$ cat src/rtl/core/cdsu_pkg.sv
// ----------------------------------------------------------------------------
// cdsu_pkg: shared types and constants
// Request layouts, pipeline records and the cordic arctangent table of the
// complex divide / square root unit.
// ----------------------------------------------------------------------------
package cdsu_pkg;

  // request queue between front and back
  localparam int QDEPTH = 4;
  localparam int QPTR_W = $clog2(QDEPTH);

  // restoring divider steps, one quotient bit each
  localparam int DIV_STEPS = 32;

  // square root input widths (|a|^2 * 16 and |a| * 2^16)
  localparam int ISQ1_W = 36;
  localparam int ISQ2_W = 34;

  // cordic datapath width
  localparam int CW = 36;

  localparam logic [29:0]          INV_GAIN_Q30 = 30'd652032874;
  localparam logic signed [CW-1:0] PI_Q30       = 36'sd3373259426;
  localparam logic [31:0]          SAT_MAX      = 32'h7fffffff;
  localparam logic [31:0]          SAT_MIN      = 32'h80000000;

  // classified request with its products
  typedef struct packed {
    logic               act;
    logic signed [15:0] ar;
    logic signed [15:0] ai;
    logic signed [31:0] p_rr;
    logic signed [31:0] p_ii;
    logic signed [31:0] p_ir;
    logic signed [31:0] p_ri;
    logic signed [31:0] p_br;
    logic signed [31:0] p_bi;
  } front_item_t;

  // data that rides along the square root stages
  typedef struct packed {
    logic               act;
    logic signed [15:0] ar;
    logic signed [15:0] ai;
  } side_t;

  // one divider step for both parts
  typedef struct packed {
    logic [31:0] rem_r;
    logic [31:0] quo_r;
    logic [31:0] sh_r;
    logic [31:0] rem_i;
    logic [31:0] quo_i;
    logic [31:0] sh_i;
    logic [31:0] dvs;
    logic        neg_r;
    logic        neg_i;
    logic        big_r;
    logic        big_i;
    logic        zd;
  } div_step_t;

  // finished divide result
  typedef struct packed {
    logic [31:0] re;
    logic [31:0] im;
    logic        zdiv;
    logic        ovf;
  } div_res_t;

  // atan(2^-i) in radians, 30 fractional bits
  function automatic logic [29:0] atan_q30(input logic [4:0] idx);
    logic [29:0] v;
    case (idx)
      5'd0:  v = 30'd843314857;
      5'd1:  v = 30'd497837829;
      5'd2:  v = 30'd263043836;
      5'd3:  v = 30'd133525158;
      5'd4:  v = 30'd67021686;
      5'd5:  v = 30'd33543515;
      5'd6:  v = 30'd16775850;
      5'd7:  v = 30'd8388437;
      5'd8:  v = 30'd4194282;
      5'd9:  v = 30'd2097149;
      5'd10: v = 30'd1048575;
      5'd11: v = 30'd524287;
      5'd12: v = 30'd262143;
      5'd13: v = 30'd131071;
      5'd14: v = 30'd65535;
      5'd15: v = 30'd32767;
      5'd16: v = 30'd16383;
      5'd17: v = 30'd8191;
      5'd18: v = 30'd4095;
      5'd19: v = 30'd2047;
      5'd20: v = 30'd1023;
      5'd21: v = 30'd511;
      5'd22: v = 30'd255;
      5'd23: v = 30'd127;
      5'd24: v = 30'd63;
      5'd25: v = 30'd31;
      5'd26: v = 30'd15;
      5'd27: v = 30'd7;
      5'd28: v = 30'd3;
      5'd29: v = 30'd1;
      default: v = 30'd0;
    endcase
    return v;
  endfunction

endpackage

$ cat src/rtl/core/cdsu_front.sv
// ----------------------------------------------------------------------------
// cdsu_front: request intake
// Takes a request, trims the operands, classifies the action and forms the
// six partial products; holds one request until the queue takes it.
// ----------------------------------------------------------------------------
module cdsu_front #(
  parameter int DATA_WIDTH = 16
) (
  input  logic                  clk,
  input  logic                  rst,
  input  logic                  in_valid,
  output logic                  in_stall,
  input  logic                  action,
  input  logic signed [15:0]    a_real,
  input  logic signed [15:0]    a_imag,
  input  logic signed [15:0]    b_real,
  input  logic signed [15:0]    b_imag,
  input  logic                  q_full,
  output logic                  push,
  output cdsu_pkg::front_item_t item
);
  import cdsu_pkg::*;

  localparam int OW = (DATA_WIDTH < 16) ? DATA_WIDTH : 16;
  localparam int SH = 16 - OW;

  logic               fv;
  logic               accept;
  logic signed [15:0] ar_s, ai_s, br_s, bi_s;
  logic signed [15:0] ar_x, ai_x, br_x, bi_x;
  logic signed [15:0] br_c, bi_c;

  // keep the low operand bits as two's complement
  assign ar_s = a_real <<< SH;
  assign ai_s = a_imag <<< SH;
  assign br_s = b_real <<< SH;
  assign bi_s = b_imag <<< SH;
  assign ar_x = ar_s >>> SH;
  assign ai_x = ai_s >>> SH;
  assign br_x = br_s >>> SH;
  assign bi_x = bi_s >>> SH;

  // square root reuses the divide products with b taken as a
  assign br_c = action ? ar_x : br_x;
  assign bi_c = action ? ai_x : bi_x;

  // handshake
  assign push     = fv && !q_full;
  assign in_stall = fv && q_full;
  assign accept   = in_valid && !in_stall;

  always_ff @(posedge clk) begin
    if (rst) begin
      fv <= 1'b0;
    end else if (accept) begin
      fv <= 1'b1;
    end else if (push) begin
      fv <= 1'b0;
    end
  end

  // products register
  always_ff @(posedge clk) begin
    if (accept) begin
      item.act  <= action;
      item.ar   <= ar_x;
      item.ai   <= ai_x;
      item.p_rr <= ar_x * br_c;
      item.p_ii <= ai_x * bi_c;
      item.p_ir <= ai_x * br_c;
      item.p_ri <= ar_x * bi_c;
      item.p_br <= br_c * br_c;
      item.p_bi <= bi_c * bi_c;
    end
  end

endmodule

$ cat config.mk
export PLATFORM = sky130hd
export DESIGN_NAME = cdsu_front
export DESIGN_NICKNAME = d
export VERILOG_FILES = /design/src/rtl/core/cdsu_pkg.sv /design/src/rtl/core/cdsu_front.sv
export SDC_FILE = /design/constraint.sdc
export NUM_CORES = 2
export LEC_CHECK = 0
export ABC_AREA = 1
export BUFFER_PORTS_ARGS = -buffer_cell sky130_fd_sc_hd__buf_4
export CAP_MARGIN = 10
export CORE_MARGIN = 5
export CORE_UTILIZATION = 30
export CTS_BUF_LIST = sky130_fd_sc_hd__clkbuf_4
export DETAILED_ROUTE_END_ITERATION = 10
export GPL_TIMING_DRIVEN = 0
export SLEW_MARGIN = 30
export SYNTH_ARGS = -nofsm -noshare
export SYNTH_HDL_FRONTEND = slang
export SYNTH_SLANG_ARGS = --single-unit
$ cat constraint.sdc
create_clock -name clk -period 15.6 [get_ports clk]
set_input_delay 0.78 -clock clk [delete_from_list [all_inputs] [get_ports clk]]
set_output_delay 0.78 -clock clk [all_outputs]
set_load 0.05 [all_outputs]
==> flow_metrics.tcl <==
set metrics [dict create \
    crit_arrival_ns 9.05 \
    post_cts_buffers 0 \
    numCtsBuffers 71 \
    cts_hold_buf 32 \
    drt-total-wl_mm 235.7 \
    first_global_vias 56890 \
    hold_violations 0 \
    yosysTopAreaCellShare_pct 45.65 \
    cts_resized 0 \
    whs_path_depth 1 \
    grt_overflow 0 \
    avgSynthCellArea_um2 8.542 \
    die-width_um 480.9 \
    dp_hpwl_mm 199.2 \
    synth-edff-count 223 \
    yosysMostFrequentCell "inv_1" \
    slew_headroom_pct 25.65 \
    synth-xor-area-share_pct 2.028 \
    gp_congestion 0.9816 \
    post-route-util_pct 33.59 \
    vias 53100 \
    clockBufferDepth 3 \
    instances_no_fill 11210 \
    drt_iter0_drc 4030 \
    final_layout_size_suffix_gt1_share_pct 7.549 \
    netlist_area_um2 66520 \
    critPathMaxFanout 10 \
    yosys.area_share.simple_pct 15.84 \
    r2r_cells 10 \
    synth_compound_area_share_pct 3.357 \
    clock_skew_ns 0.05693 \
    outcome "completed" \
    grt_first_pass_wirelength_mm 355.0 \
    io_buffer_count 293 \
    dr.pass1.iters 5 \
    yosys_most_used_dff "edfxtp_1" \
    dp.cells 11050 \
    die_area_um2 231300 \
    core_um2 220200 \
    post-route-period-util_pct 53.65 \
    grt_use_total_pct 20.58 \
    muxShareOfSynthArea_pct 0 \
    ys_seq_area_share_pct 10.10 \
    antenna_found_initial 7 \
    cap_viol_max_count 0 \
    synth_top_family_by_area "adder cells" \
    fmax_mhz 119.5 \
    via_per_inst 4.738 \
    final_nets 10290 \
    rows 172 \
    yosys.area_share.adder_pct 55.09 \
    rsz0062_at_grt "false" \
    io_pins 296 \
    hold_path_class "in -> reg" \
    critical_path_required_ns 16.28 \
    ys_top_cells_by_area "fa_1, inv_1, edfxtp_1" \
    critPathKind "in -> reg" \
    cts.sinks 224 \
    cts_root_buffer "clkbuf_4" \
    post_drt_wl_per_cell_um 21.03 \
    grt_max_degree 26 \
    worstSetupStartpointType "input port" \
    end_kind "flop" \
    synth-async-reset-ratio_pct 0 \
    fp.dieH_um 480.9 \
    timing.hold.ws_ns 0.1903 \
    fin_crit_ns 8.369 \
    remaining_drc_errors 0 \
    slew_violations 0 \
    finalSetupViolCount 0 \
    worstSkewPairLatency_ns 1.06 \
    cts_tree "built" \
    clkTransAtPathRegs_ns 0.06 \
    max_stage_delay_ns 0.78 \
    synth-seq-cells 224 \
    netlist_top_cells_count "inv_1, fa_1, nand2_1" \
    worst_pin_slew_ns 1.115 \
    htreeDepth 3 \
    netlist_instances 7788 \
    synth.distinct_cells 41 \
    cpMaxStageDelayCell "fa_1" \
    start_util_pct 30.22 \
    area_growth_pct 11.16 \
    ys_warn_count 0 \
    antenna_left 0 \
    yosys.area.top_type "fa_1" \
]
-- cells in the final DEF, fill, tap and decap left out, types with 91 or more instances in the layout --
cell type / n
clkbuf_4: 95
buf_2: 114
o21ai_0: 105
buf_4: 304
inv_1: 2063
ha_1: 502
a21oi_1: 195
fa_1: 1517
edfxtp_1: 223
nand2_1: 1338
clkbuf_1: 91
xor2_1: 115
nand3_1: 197
nor2_1: 984
-- final timing paths --
check             startpoint   endpoint  slack [ns]
setup / recovery      action   item[31]        7.23
hold / removal     a_real[4]  item[212]        0.19
setup reg to reg          fv   item[63]       13.34
hold reg to reg           fv   item[27]        0.87
-- critical path, delay by kind of cell --
kind            cells  cell delay, ns
simple gates        7            1.23
fa+ha+maj           7            3.92
compound gates      2            0.45
buf+inv            13            2.64
-- stage by stage --
step / setup WS (ns) / setup TNS, ns / area, µm²
global placement: -1.404 / -269.77 / 72430
finish: 7.231 / 0 / 73940
detailed placement: 6.786 / 0 / 72770
CTS: 7.448 / 0 / 73910
floorplan: 4.389 / 0 / 66530
global route: 7.135 / 0 / 73940
-- routing by layer --
metal  vias up  track usage [%]  part of all wire (%)
met3       534            4.723                   8.5
met2      2322            32.72                    45
met1     26710            25.97                    40
li1      23530                -                     -
met4         0            11.25                   6.7
met5         -                0                     0
-- cells by family (layout without fill, tap and decap cells) --
kind of cell,Yosys count,count (layout)
AND/OR/NAND/NOR,2660,2660
buffers and inverters,2340,2791
adder cells (fa/ha/maj),2019,2019
AO/OA/AOI/OAI,390,390
flip-flops,224,224
XOR/XNOR,154,154
other,1,12
-- sequential cells by signal (all words and copies together), names as in the netlist --
| signal | count |
|---|---|
| item | 223 |
| fv | 1 |
-- cell type report --
| cell class | count | area [µm²] |
|---|---|---|
| timing repair buffer | 337 | 2843 |
| tap | 2958 | 3701 |
| sequential | 224 | 6716 |
| inverter | 2098 | 7875 |
| clock buffer | 95 | 713.2 |
| clock inverter | 19 | 101.3 |
| antenna | 10 | 25.02 |
| multi-input combinational | 5225 | 50790 |
| buffer | 242 | 1179 |
| fill | 23170 | 146200 |
Power is left out: the tool's default activity adds up to more than one toggle a clock period on the data nets, which glitch-free logic cannot reach.
