`config.mk`:
```
export PLATFORM = sky130hd
export DESIGN_NAME = cdsu_queue
export DESIGN_NICKNAME = d
export VERILOG_FILES = /design/src/rtl/core/cdsu_pkg.sv /design/src/rtl/core/cdsu_queue.sv
export SDC_FILE = /design/constraint.sdc
export NUM_CORES = 1
export LEC_CHECK = 0
export BUFFER_PORTS_ARGS = -buffer_cell sky130_fd_sc_hd__buf_4
export CAP_MARGIN = 20
export CORE_MARGIN = 2
export CORE_UTILIZATION = 30
export DETAILED_ROUTE_END_ITERATION = 12
export GPL_ROUTABILITY_DRIVEN = 0
export GPL_TIMING_DRIVEN = 0
export HOLD_SLACK_MARGIN = 0.12
export PLACE_DENSITY = 0.54
export SLEW_MARGIN = 20
export SYNTH_ARGS = -nofsm -noshare
export SYNTH_HDL_FRONTEND = slang
export SYNTH_SLANG_ARGS = --single-unit
```
`constraint.sdc`:
```
create_clock -name clk -period 7.73 [get_ports clk]
set_clock_uncertainty 0.15 [all_clocks]
set_input_delay 0.3865 -clock clk [delete_from_list [all_inputs] [get_ports clk]]
set_output_delay 0.3865 -clock clk [all_outputs]
set_load 0.02 [all_outputs]
```
`src/rtl/core/cdsu_pkg.sv`:
```
// ----------------------------------------------------------------------------
// cdsu_pkg: shared types and constants
// Request layouts, pipeline records and the cordic arctangent table of the
// complex divide / square root unit.
// ----------------------------------------------------------------------------
package cdsu_pkg;

  // request queue between front and back
  localparam int QDEPTH = 4;
  localparam int QPTR_W = $clog2(QDEPTH);

  // restoring divider steps, one quotient bit each
  localparam int DIV_STEPS = 32;

  // square root input widths (|a|^2 * 16 and |a| * 2^16)
  localparam int ISQ1_W = 36;
  localparam int ISQ2_W = 34;

  // cordic datapath width
  localparam int CW = 36;

  localparam logic [29:0]          INV_GAIN_Q30 = 30'd652032874;
  localparam logic signed [CW-1:0] PI_Q30       = 36'sd3373259426;
  localparam logic [31:0]          SAT_MAX      = 32'h7fffffff;
  localparam logic [31:0]          SAT_MIN      = 32'h80000000;

  // classified request with its products
  typedef struct packed {
    logic               act;
    logic signed [15:0] ar;
    logic signed [15:0] ai;
    logic signed [31:0] p_rr;
    logic signed [31:0] p_ii;
    logic signed [31:0] p_ir;
    logic signed [31:0] p_ri;
    logic signed [31:0] p_br;
    logic signed [31:0] p_bi;
  } front_item_t;

  // data that rides along the square root stages
  typedef struct packed {
    logic               act;
    logic signed [15:0] ar;
    logic signed [15:0] ai;
  } side_t;

  // one divider step for both parts
  typedef struct packed {
    logic [31:0] rem_r;
    logic [31:0] quo_r;
    logic [31:0] sh_r;
    logic [31:0] rem_i;
    logic [31:0] quo_i;
    logic [31:0] sh_i;
    logic [31:0] dvs;
    logic        neg_r;
    logic        neg_i;
    logic        big_r;
    logic        big_i;
    logic        zd;
  } div_step_t;

  // finished divide result
  typedef struct packed {
    logic [31:0] re;
    logic [31:0] im;
    logic        zdiv;
    logic        ovf;
  } div_res_t;

  // atan(2^-i) in radians, 30 fractional bits
  function automatic logic [29:0] atan_q30(input logic [4:0] idx);
    logic [29:0] v;
    case (idx)
      5'd0:  v = 30'd843314857;
      5'd1:  v = 30'd497837829;
      5'd2:  v = 30'd263043836;
      5'd3:  v = 30'd133525158;
      5'd4:  v = 30'd67021686;
      5'd5:  v = 30'd33543515;
      5'd6:  v = 30'd16775850;
      5'd7:  v = 30'd8388437;
      5'd8:  v = 30'd4194282;
      5'd9:  v = 30'd2097149;
      5'd10: v = 30'd1048575;
      5'd11: v = 30'd524287;
      5'd12: v = 30'd262143;
      5'd13: v = 30'd131071;
      5'd14: v = 30'd65535;
      5'd15: v = 30'd32767;
      5'd16: v = 30'd16383;
      5'd17: v = 30'd8191;
      5'd18: v = 30'd4095;
      5'd19: v = 30'd2047;
      5'd20: v = 30'd1023;
      5'd21: v = 30'd511;
      5'd22: v = 30'd255;
      5'd23: v = 30'd127;
      5'd24: v = 30'd63;
      5'd25: v = 30'd31;
      5'd26: v = 30'd15;
      5'd27: v = 30'd7;
      5'd28: v = 30'd3;
      5'd29: v = 30'd1;
      default: v = 30'd0;
    endcase
    return v;
  endfunction

endpackage

```
`src/rtl/core/cdsu_queue.sv`:
```
// ----------------------------------------------------------------------------
// cdsu_queue: request queue
// Small first-in first-out buffer that decouples the front from the back.
// ----------------------------------------------------------------------------
module cdsu_queue (
  input  logic                  clk,
  input  logic                  rst,
  input  logic                  push,
  input  cdsu_pkg::front_item_t din,
  input  logic                  pop,
  output cdsu_pkg::front_item_t dout,
  output logic                  full,
  output logic                  empty
);
  import cdsu_pkg::*;

  front_item_t       mem [QDEPTH];
  logic [QPTR_W-1:0] wptr;
  logic [QPTR_W-1:0] rptr;
  logic [QPTR_W:0]   cnt;
  logic [QPTR_W:0]   cnt_next;

  assign full  = (cnt == (QPTR_W + 1)'(QDEPTH));
  assign empty = (cnt == '0);
  assign dout  = mem[rptr];

  // storage write
  always_ff @(posedge clk) begin
    if (push) begin
      mem[wptr] <= din;
    end
  end

  // occupancy
  always_comb begin
    case ({push, pop})
      2'b10:   cnt_next = cnt + 1'b1;
      2'b01:   cnt_next = cnt - 1'b1;
      default: cnt_next = cnt;
    endcase
  end

  always_ff @(posedge clk) begin
    if (rst) begin
      wptr <= '0;
      rptr <= '0;
      cnt  <= '0;
    end else begin
      if (push) begin
        wptr <= wptr + 1'b1;
      end
      if (pop) begin
        rptr <= rptr + 1'b1;
      end
      cnt <= cnt_next;
    end
  end

endmodule

```
==> flow_summary.ini, run 1 <==
[placed_design]
detailed_place_hpwl_mm = 48.0
port_buffers = 454
dpl_worst_slack_ps = 4820

[clock_tree]
cts_resized = 0
cts_tree = yes
insertion_delay_ps = 670
clock_sinks = 909
clk_pin_slew_worst_paths_ps = 60
cts_buffers = 97
cts_buffer_depth = 3
htree_levels = 3
clockRootBuffer = clkbuf_16

[synth]
yosys_register_bits = 909
synth_nets = 1457
avgSynthCellArea_um2 = 26.9
synth.distinct_cells = 21
syn_inst = 1222
ys_warn_count = 0
ys_seq_area_share_pct = 82.7
syn_area_mm2 = 0.0329

[finish]
layout_common_cells = edfxtp_1, buf_4, dlygate4sd3_1
final_common_cell = edfxtp_1
fillers = 9572
drive_gt1_share_pct = 42.3
final_nets = 2263
area.growth.synth_to_final_pct = 34.4
utilization_pct = 40.6

[timing]
fin_ws_ps = 4290
rsz0062_at_grt = false
setup-violations-final = 0
fmax_mhz = 291
period_share_pct = 44.5
slew_violations = 0
hold_viol = 0
fin_crit_ps = 3440
slew_headroom_pct = 47.0
worstMarginPinSlew_ps = 795

[global_route]
antenna_found_initial = 6
grt_usage_pct = 13.1
grt_max_degree = 44
grt_pass1_vias = 17272
grt_pass1_wl_mm = 110
overflow = 0

[route]
antenna_left = 0
wirelength_met1_mm = 30.4
wl_per_cell_um = 21.0
met3_length_mm = 5.53
drc = 0
dr_total_vias = 15765
wl_met2_mm = 36.5
top_layer = met5
first_pass_iters = 4
viasPerCell = 4.47
routed_wl_mm = 74.2
drt_iter0_markers = 931

[critical_path]
required_ps = 7190
cp.arrival_ps = 2900
cp_max_fo = 10
critPathKind = register to output port
cp-start-kind = register
end_kind = output port

[die]
die_area_mm2 = 0.112
initial_core_util_pct = 30.2
die_h_um = 335
io-pin-count = 456
coreArea_mm2 = 0.109
row_count = 121
die_w_um = 335

[power]
p_leak_nw = 14.9
pwr-share-seq_pct = 47.9
switching_share_pct = 22.8
p_per_area_mw_per_mm2 = 270
power_frac_clock_pct = 39.5
p_sw_mw = 2.71
combPwrFrac_pct = 12.6
ir_worst_vdd_mv = 0.216
intPower_mw = 9.20

[status]
outcome = finished, final reports clean

[worst_hold_path]
hold_class = input pin to register

[run]
max-cap-violations = 0
-- layout make-up --
type	instances	area (um^2)	area share, %
repair buffers	707	6270	14.2
well taps	1414	1770	4.00
clock buffers	116	2520	5.70
flip-flops and latches	909	27200	61.5
clock inverters	65	748	1.69
inverters	6	22.5	0.0509
multi-input cells	256	5310	12.0
diodes	3	7.51	0.0170
plain buffers	51	358	0.809
-- per-layer routing --
layer | global-route usage, % | up-vias
li1 | - | 6963
met1 | 16.3 | 8212
met2 | 21.8 | 460
met3 | 4.22 | 122
met4 | 4.26 | 8
met5 | 0 | -
-- critical path: stages, from the launching register on --
cell	delay [ps]
dfxtp_1	300
buf_2	430
buf_2	460
buf_2	450
mux4_2	390
buf_4	180
-- synthesized netlist by cell type (all sizes together) --
master / count / area, um^2
edfxtp: 900 / 27000
mux4: 225 / 5070
buf: 44 / 332
dfxtp: 9 / 180
nor2: 8 / 30.0
clkbuf: 7 / 26.3
inv: 6 / 22.5
ha: 5 / 62.6
and2: 4 / 25.0
xor2: 3 / 26.3
a21oi: 2 / 10.0
xnor2: 2 / 17.5
and3: 1 / 6.26
fa: 1 / 20.0
mux2i: 1 / 10.0
nand2: 1 / 3.75
nor3: 1 / 5.00
o21ai: 1 / 5.00
or3: 1 / 6.26
-- registers in the layout, indices dropped and copies added (netlist names), named ones only --
register	count
mem	900
rptr	2
wptr	2
cnt	3
-- power by group through the flow --
stage	Sequential (mW)	Combinational, mW	Clock (mW)
after CTS	5.71	1.55	4.85
final	5.71	1.50	4.71
after global placement	5.91	1.38	0
after global routing	5.72	1.61	5.04
after floorplan	5.85	0.754	0
after detailed placement	5.81	1.44	0
-- what timing repair did --
item | 4_1_cts | 5_1_grt
endpoints found under the setup margin | 0 | 0
setup buffers | 0 | 0
hold endpoints to repair | 909 | 0
hold buffers | 229 | 0
-- per-stage QoR --
stage	total power [mW]	std cells	cell area (um^2)	setup TNS, ps	hold WS (ps)
floorplan	6.61	1222	32900	0	317
global placement	7.29	3090	38100	-3164680	345
detailed placement	7.25	3114	38600	0	364
CTS	12.1	3524	44200	0	244
global route	12.4	3525	44200	0	274
finish	11.9	3527	44200	0	308
-- cells by family (layout without fill, tap and decap cells) --
group           count (synthesis)  count (layout)  share of synthesized area [%]
flops                         909             909                           82.7
mux                           226             226                           15.4
buf+inv                        57             945                           1.16
simple gates                   16              16                          0.232
fa+ha+maj                       6               6                          0.251
xor+xnor                        5               5                          0.133
compound gates                  3               3                         0.0456
other cells                     0               3                              0
-- final timing paths --
kind             from           to  slack, ps  cells past startpoint
min reg2reg    cnt[2]       cnt[2]        370                      2
max          register     dout[96]       4290                      5
max reg2reg   wptr[0]  mem[2][118]       5270                      6
min          din[216]  mem[1][216]        310                      2
Power figures use the tool's default switching activity.
==> inputs of run 2 (changes only) <==
ABC_AREA = 1   (was unset)
PLACE_DENSITY = 0.56   (was 0.54)
clock period = 2.8 ns   (was 7.73 ns; I/O delays follow)
==> run 2 against run 1 <==
Die area up 2.5%. Utilization up 2.4 points. Global-route usage increased by 3.8 points. Synthesized cell count rose by 83%. Synthesized area increased by 2.5%. Flip-flop and latch count unchanged. Design area is 7.9% higher. Non-clock buffer count up 338. Clock power rose to 2.6 times the previous value. Via count grew 44%. Largest cell class unchanged. Largest power group unchanged. Highest routed layer unchanged.
==> flow_summary.ini, run 2 <==
[status]
outcome = finished, final reports clean

[finish]
area.growth.synth_to_final_pct = 41.6
reg_top3 = mem: 900 flops, cnt: 3 flops
largest_register = mem
multi_input_comb_area_mm2 = 0.00564
final_nets = 3514
drive_gt1_share_pct = 23.4
utilization_pct = 43.0
largest_reg_flops = 900
layout_common_cells = edfxtp_1, buf_4, dlygate4sd3_1
fillers = 10062
regArea_mm2 = 0.0272
final_common_cell = edfxtp_1

[route]
drc = 0
first_pass_iters = 5
antenna_left = 0
viasPerCell = 4.68
routed_wl_mm = 99.7
drt_iter0_markers = 1456
wl_per_cell_um = 20.6
dr_total_vias = 22678

[worst_hold_path]
hold_depth = 2
hold_class = input pin to register

[global_route]
grt_usage_pct = 16.9
antenna_found_initial = 9
grt_max_degree = 31
overflow = 0
grt_pass1_vias = 22923
grt_pass1_wl_mm = 146

[timing]
rsz0062_at_grt = true
fmax_mhz = 374
hold_viol = 0
fin_crit_ps = 2670
period_share_pct = 95.4
slew_headroom_pct = 58.3
worstMarginPinSlew_ps = 626
slew_violations = 0
setup-violations-final = 0

[die]
die_area_mm2 = 0.115
die_w_um = 339
coreArea_mm2 = 0.111
row_count = 122
io-pin-count = 456
die_h_um = 339
initial_core_util_pct = 30.4

[power]
ir_worst_vdd_mv = 0.534
p_leak_nw = 16.8
power_mw = 32.3
p_per_area_mw_per_mm2 = 678

[critical_path]
cp.depth = 7
r2r.worst_path.cells = 8
cp-start-kind = register
end_kind = output port
slowest_delay_ps = 350
required_ps = 2510
critPathBufInv = 5
path_delay_family = buffers and inverters
cp_max_fo = 10
cp_cell_sequence = buf_12 -> buf_12 -> buf_6 -> buf_4 -> nor2_1 -> o22ai_1 -> buf_4
r2r_slack_ps = 220
cp.arrival_ps = 2380
critPathKind = register to output port
cpMaxStageDelayCell = dfxtp_1

[run]
max-cap-violations = 0

[clock_tree]
clock_sinks = 909
clockRootBuffer = clkbuf_16
htree_levels = 3
cts_buffers = 96
clk_pin_slew_worst_paths_ps = 60
cts_buffer_depth = 3
insertion_delay_ps = 670
cts_tree = yes

[synth]
yosysMostFrequentCell = edfxtp_1
yosys_register_bits = 909
yosys-top-cells-count = edfxtp_1, nor2_1, o21ai_0
synth_largest_area_cell = edfxtp_1
async_flop_share_pct = 0
syn_area_mm2 = 0.0337
ys_seq_area_share_pct = 80.7
synth_edf_count = 900
ys_warn_count = 0
yosys.area.top_type_share_pct = 80.2
synthTopCellsByArea = edfxtp_1, o21ai_0, nor2_1
synth.distinct_cells = 21
syn_inst = 2233
synth_nets = 2468
avgSynthCellArea_um2 = 15.1
synth_flop_cell = edfxtp_1

[placed_design]
port_buffers = 455
detailed_place_hpwl_mm = 64.9
run 2: cell count changes in the layout (fill, tap and decap cells not counted), sizes merged, moves of 8 or more:
| cell | previous run | this run |
|---|---|---|
| o21ai | 1 | 456 |
| clkbuf | 123 | 194 |
| nor2 | 8 | 453 |
| buf | 522 | 569 |
| bufinv | 15 | 7 |
| mux4 | 225 | 0 |
| o22ai | 0 | 225 |
| dlygate4sd3 | 229 | 455 |
| nand2 | 1 | 9 |
run 2: routing by layer:
| layer | global-route usage (%) | vias to the layer above | share of wire (%) |
|---|---|---|---|
| li1 | - | 10628 | - |
| met2 | 28.4 | 688 | 49 |
| met3 | 4.11 | 168 | 6.6 |
| met5 | 0 | - | 0.051 |
| met1 | 21.4 | 11186 | 42 |
| met4 | 5.61 | 8 | 2.8 |
run 2: area by class of cell:
type | count | area share (%)
sequential | 909 | 57.0
timing repair buffer | 948 | 18.3
multi-input combinational | 1158 | 11.8
clock buffer | 122 | 5.29
tap | 1488 | 3.90
buffer | 148 | 2.40
clock inverter | 49 | 0.978
inverter | 18 | 0.205
antenna | 7 | 0.0367
run 2: where the power goes:
part           switching [mW]  total [mW]  internal (mW)  leakage [nW]
Clock                    5.18        12.2           7.01          1.45
Combinational            2.65        4.48           1.84          7.05
Sequential              0.107        15.7           15.6          8.34
Total                    7.93        32.3           24.4          16.8
run 2: worst paths after layout:
check,end,startpoint
setup reg to reg,mem[1][93],wptr[1]
hold / removal,mem[3][52],din[52]
setup / recovery,dout[17],register
hold reg to reg,register,rptr[1]
run 2: worst register-to-register path: stages, from the launching register on:
cell        delay [ps]
dfxtp_2            350
inv_2               50
ha_2               160
nand2_2             70
clkinvlp_4         490
buf_12             390
buf_12             230
buf_12             220
buf_16             190
run 2: cells by family (layout without fill, tap and decap cells):
family	after synthesis	count (layout)	share of synthesized area, %
flip-flops	909	909	80.7
AND/OR/NAND/NOR	466	466	5.21
other	0	7	0
buffers and inverters	166	1285	2.78
AO/OA/AOI/OAI	686	686	11.0
adder cells (fa/ha/maj)	6	6	0.245
run 2: metrics by stage:
stage                     hold slack, ps   TNS, ps  area [um^2]  setup slack (ps)  instances
after floorplan                     88.9  -1527900        33700             -1710       2233
after global routing                 161     -64.0        47700             -18.8       4844
after CTS                            120      -635        47500             -55.3       4839
after detailed placement             192      -137        39800             -8.85       4213
after global placement               192  -4441550        39000             -5050       4176
final                                186         0        47700               129       4847
run 2: what timing repair did:
item                                   CTS  global route
pin swaps                                1             3
buffers inserted                         1             0
setup endpoints to repair              247           102
endpoints found under the hold margin  973             3
gates resized for setup                 95            70
hold buffers                           454             1
==> inputs of run 3 (changes only) <==
RECOVER_POWER = 50   (was unset)
==> run 3 against run 2 <==
Via count is 0.27% lower. Die area stayed put. Global-route usage is the same. Design area is 0.10% lower. Flip-flop and latch count stayed put. Count of clock-buffer cells in the layout did not move. Critical path type is now register to register. Largest cell class unchanged. Utilization hardly changed. Register-to-register slack got worse by 99 ps. Sequential power hardly changed. First-iteration DRC count up 6.0%. Non-clock buffer count is the same.
==> flow_summary.ini, run 3 (synthesis results as in run 2) <==
[clock_tree]
clk_pin_slew_worst_paths_ps = 60
htree_levels = 3
clock_sinks = 909
cts_buffers = 96
cts_tree = yes
clockRootBuffer = clkbuf_16
insertion_delay_ps = 670
cts_buffer_depth = 3

[power]
ir_worst_vdd_mv = 0.532
power_mw = 32.3
p_leak_nw = 16.8
p_per_area_mw_per_mm2 = 678

[global_route]
antenna_found_initial = 9
grt_max_degree = 31
grt_pass1_wl_mm = 146
grt_usage_pct = 16.9
grt_pass1_vias = 22923
overflow = 0

[critical_path]
slowest_delay_ps = 510
critPathKind = register to register
crit_top_cell = buf_12
cp_cell_sequence = inv_1 -> ha_1 -> nand2_1 -> clkinvlp_4 -> buf_12 -> buf_12 -> buf_12 -> buf_16
cpMaxStageDelayCell = clkinvlp_4
cp-start-kind = register
critPathBufInv = 6
end_kind = register
cp_max_fo = 27
required_ps = 3060
cp.arrival_ps = 2940
path_delay_family = buffers and inverters

[timing]
period_share_pct = 95.7
fin_crit_ps = 2680
fin_ws_ps = 121
setup-violations-final = 0
worstMarginPinSlew_ps = 641
hold_viol = 0
hold_ws_ps = 240
rsz0062_at_grt = true
fin_setup_tns_ps = 0
fmax_mhz = 373
slew_headroom_pct = 57.3
slew_violations = 0

[die]
die_h_um = 339
initial_core_util_pct = 30.4
die_area_mm2 = 0.115
coreArea_mm2 = 0.111
io-pin-count = 456
die_w_um = 339
row_count = 122

[finish]
final_nets = 3514
area.growth.synth_to_final_pct = 41.4
fin_area_mm2 = 0.0477
layout_common_cells = edfxtp_1, dlygate4sd3_1, nor2_1
largest_reg_flops = 900
reg_top3 = mem: 900 flops, cnt: 3 flops
fillers = 10070
largest_register = mem
final_common_cell = edfxtp_1
drive_gt1_share_pct = 22.9

[route]
wl_per_cell_um = 20.5
dr_total_vias = 22617
routed_wl_mm = 99.5
first_pass_iters = 5
drc = 0
viasPerCell = 4.67
drt_iter0_markers = 1544
antenna_left = 0

[placed_design]
dpl_worst_slack_ps = -8.85
port_buffers = 455
placed_cell_area_mm2 = 0.0398
detailed_place_hpwl_mm = 64.9

[status]
outcome = finished, final reports clean

[run]
max-cap-violations = 0

[worst_hold_path]
hold_class = input pin to register
## run 3: what timing repair did
action / in CTS / in global routing
hold endpoints to repair: 973 / 3
endpoints found under the setup margin: 247 / 102
pin swaps: 1 / 3
hold buffers: 454 / 1
setup buffers: 1 / 0
gates resized for setup: 95 / 70
## run 3: power breakdown
| part | leakage (nW) | internal, mW | total, mW | switching, mW |
|---|---|---|---|---|
| sequential | 8.34 | 15.6 | 15.7 | 0.106 |
| clock | 1.45 | 7.01 | 12.2 | 5.19 |
| combinational | 6.98 | 1.81 | 4.45 | 2.64 |
| total | 16.8 | 24.4 | 32.3 | 7.93 |
## run 3: per-stage QoR
stage | cells | util, %
3_5_place_dp | 4213 | 35.8
3_3_place_gp | 4176 | 35.2
6_report | 4846 | 42.9
5_1_grt | 4844 | 42.9
2_1_floorplan | 2233 | -
4_1_cts | 4839 | 42.8
## run 3: final timing paths
check        slack, ps  cells after the start  startpoint    endpoint
min reg2reg        300                      1     rptr[1]    register
max reg2reg        120                      8     wptr[1]  mem[1][94]
max                120                      8     wptr[1]  mem[1][94]
min                240                      5         pop    register
## run 3: layer usage
layer | wire length, um | track usage (%) | share of wire, %
met3 | 6400 | 4.11 | 6.4
met5 | 51 | 0 | 0.051
met4 | 2800 | 5.61 | 2.8
met2 | 48800 | 28.4 | 49
met1 | 41500 | 21.4 | 42
## run 3: final cells by class
class | count | area, um^2 | area share (%)
multi-input cells | 1158 | 5620 | 11.8
plain buffers | 148 | 1140 | 2.40
flip-flops and latches | 909 | 27200 | 57.1
well taps | 1488 | 1860 | 3.91
clock inverters | 49 | 467 | 0.979
repair buffers | 948 | 8720 | 18.3
clock buffers | 122 | 2520 | 5.29
inverters | 18 | 95.1 | 0.200
diodes | 6 | 15.0 | 0.0315
## run 3: tightest hold or removal path: cells and delay by family
family,cells,cell delay (ps)
buf+inv,3,720
simple gates,2,160
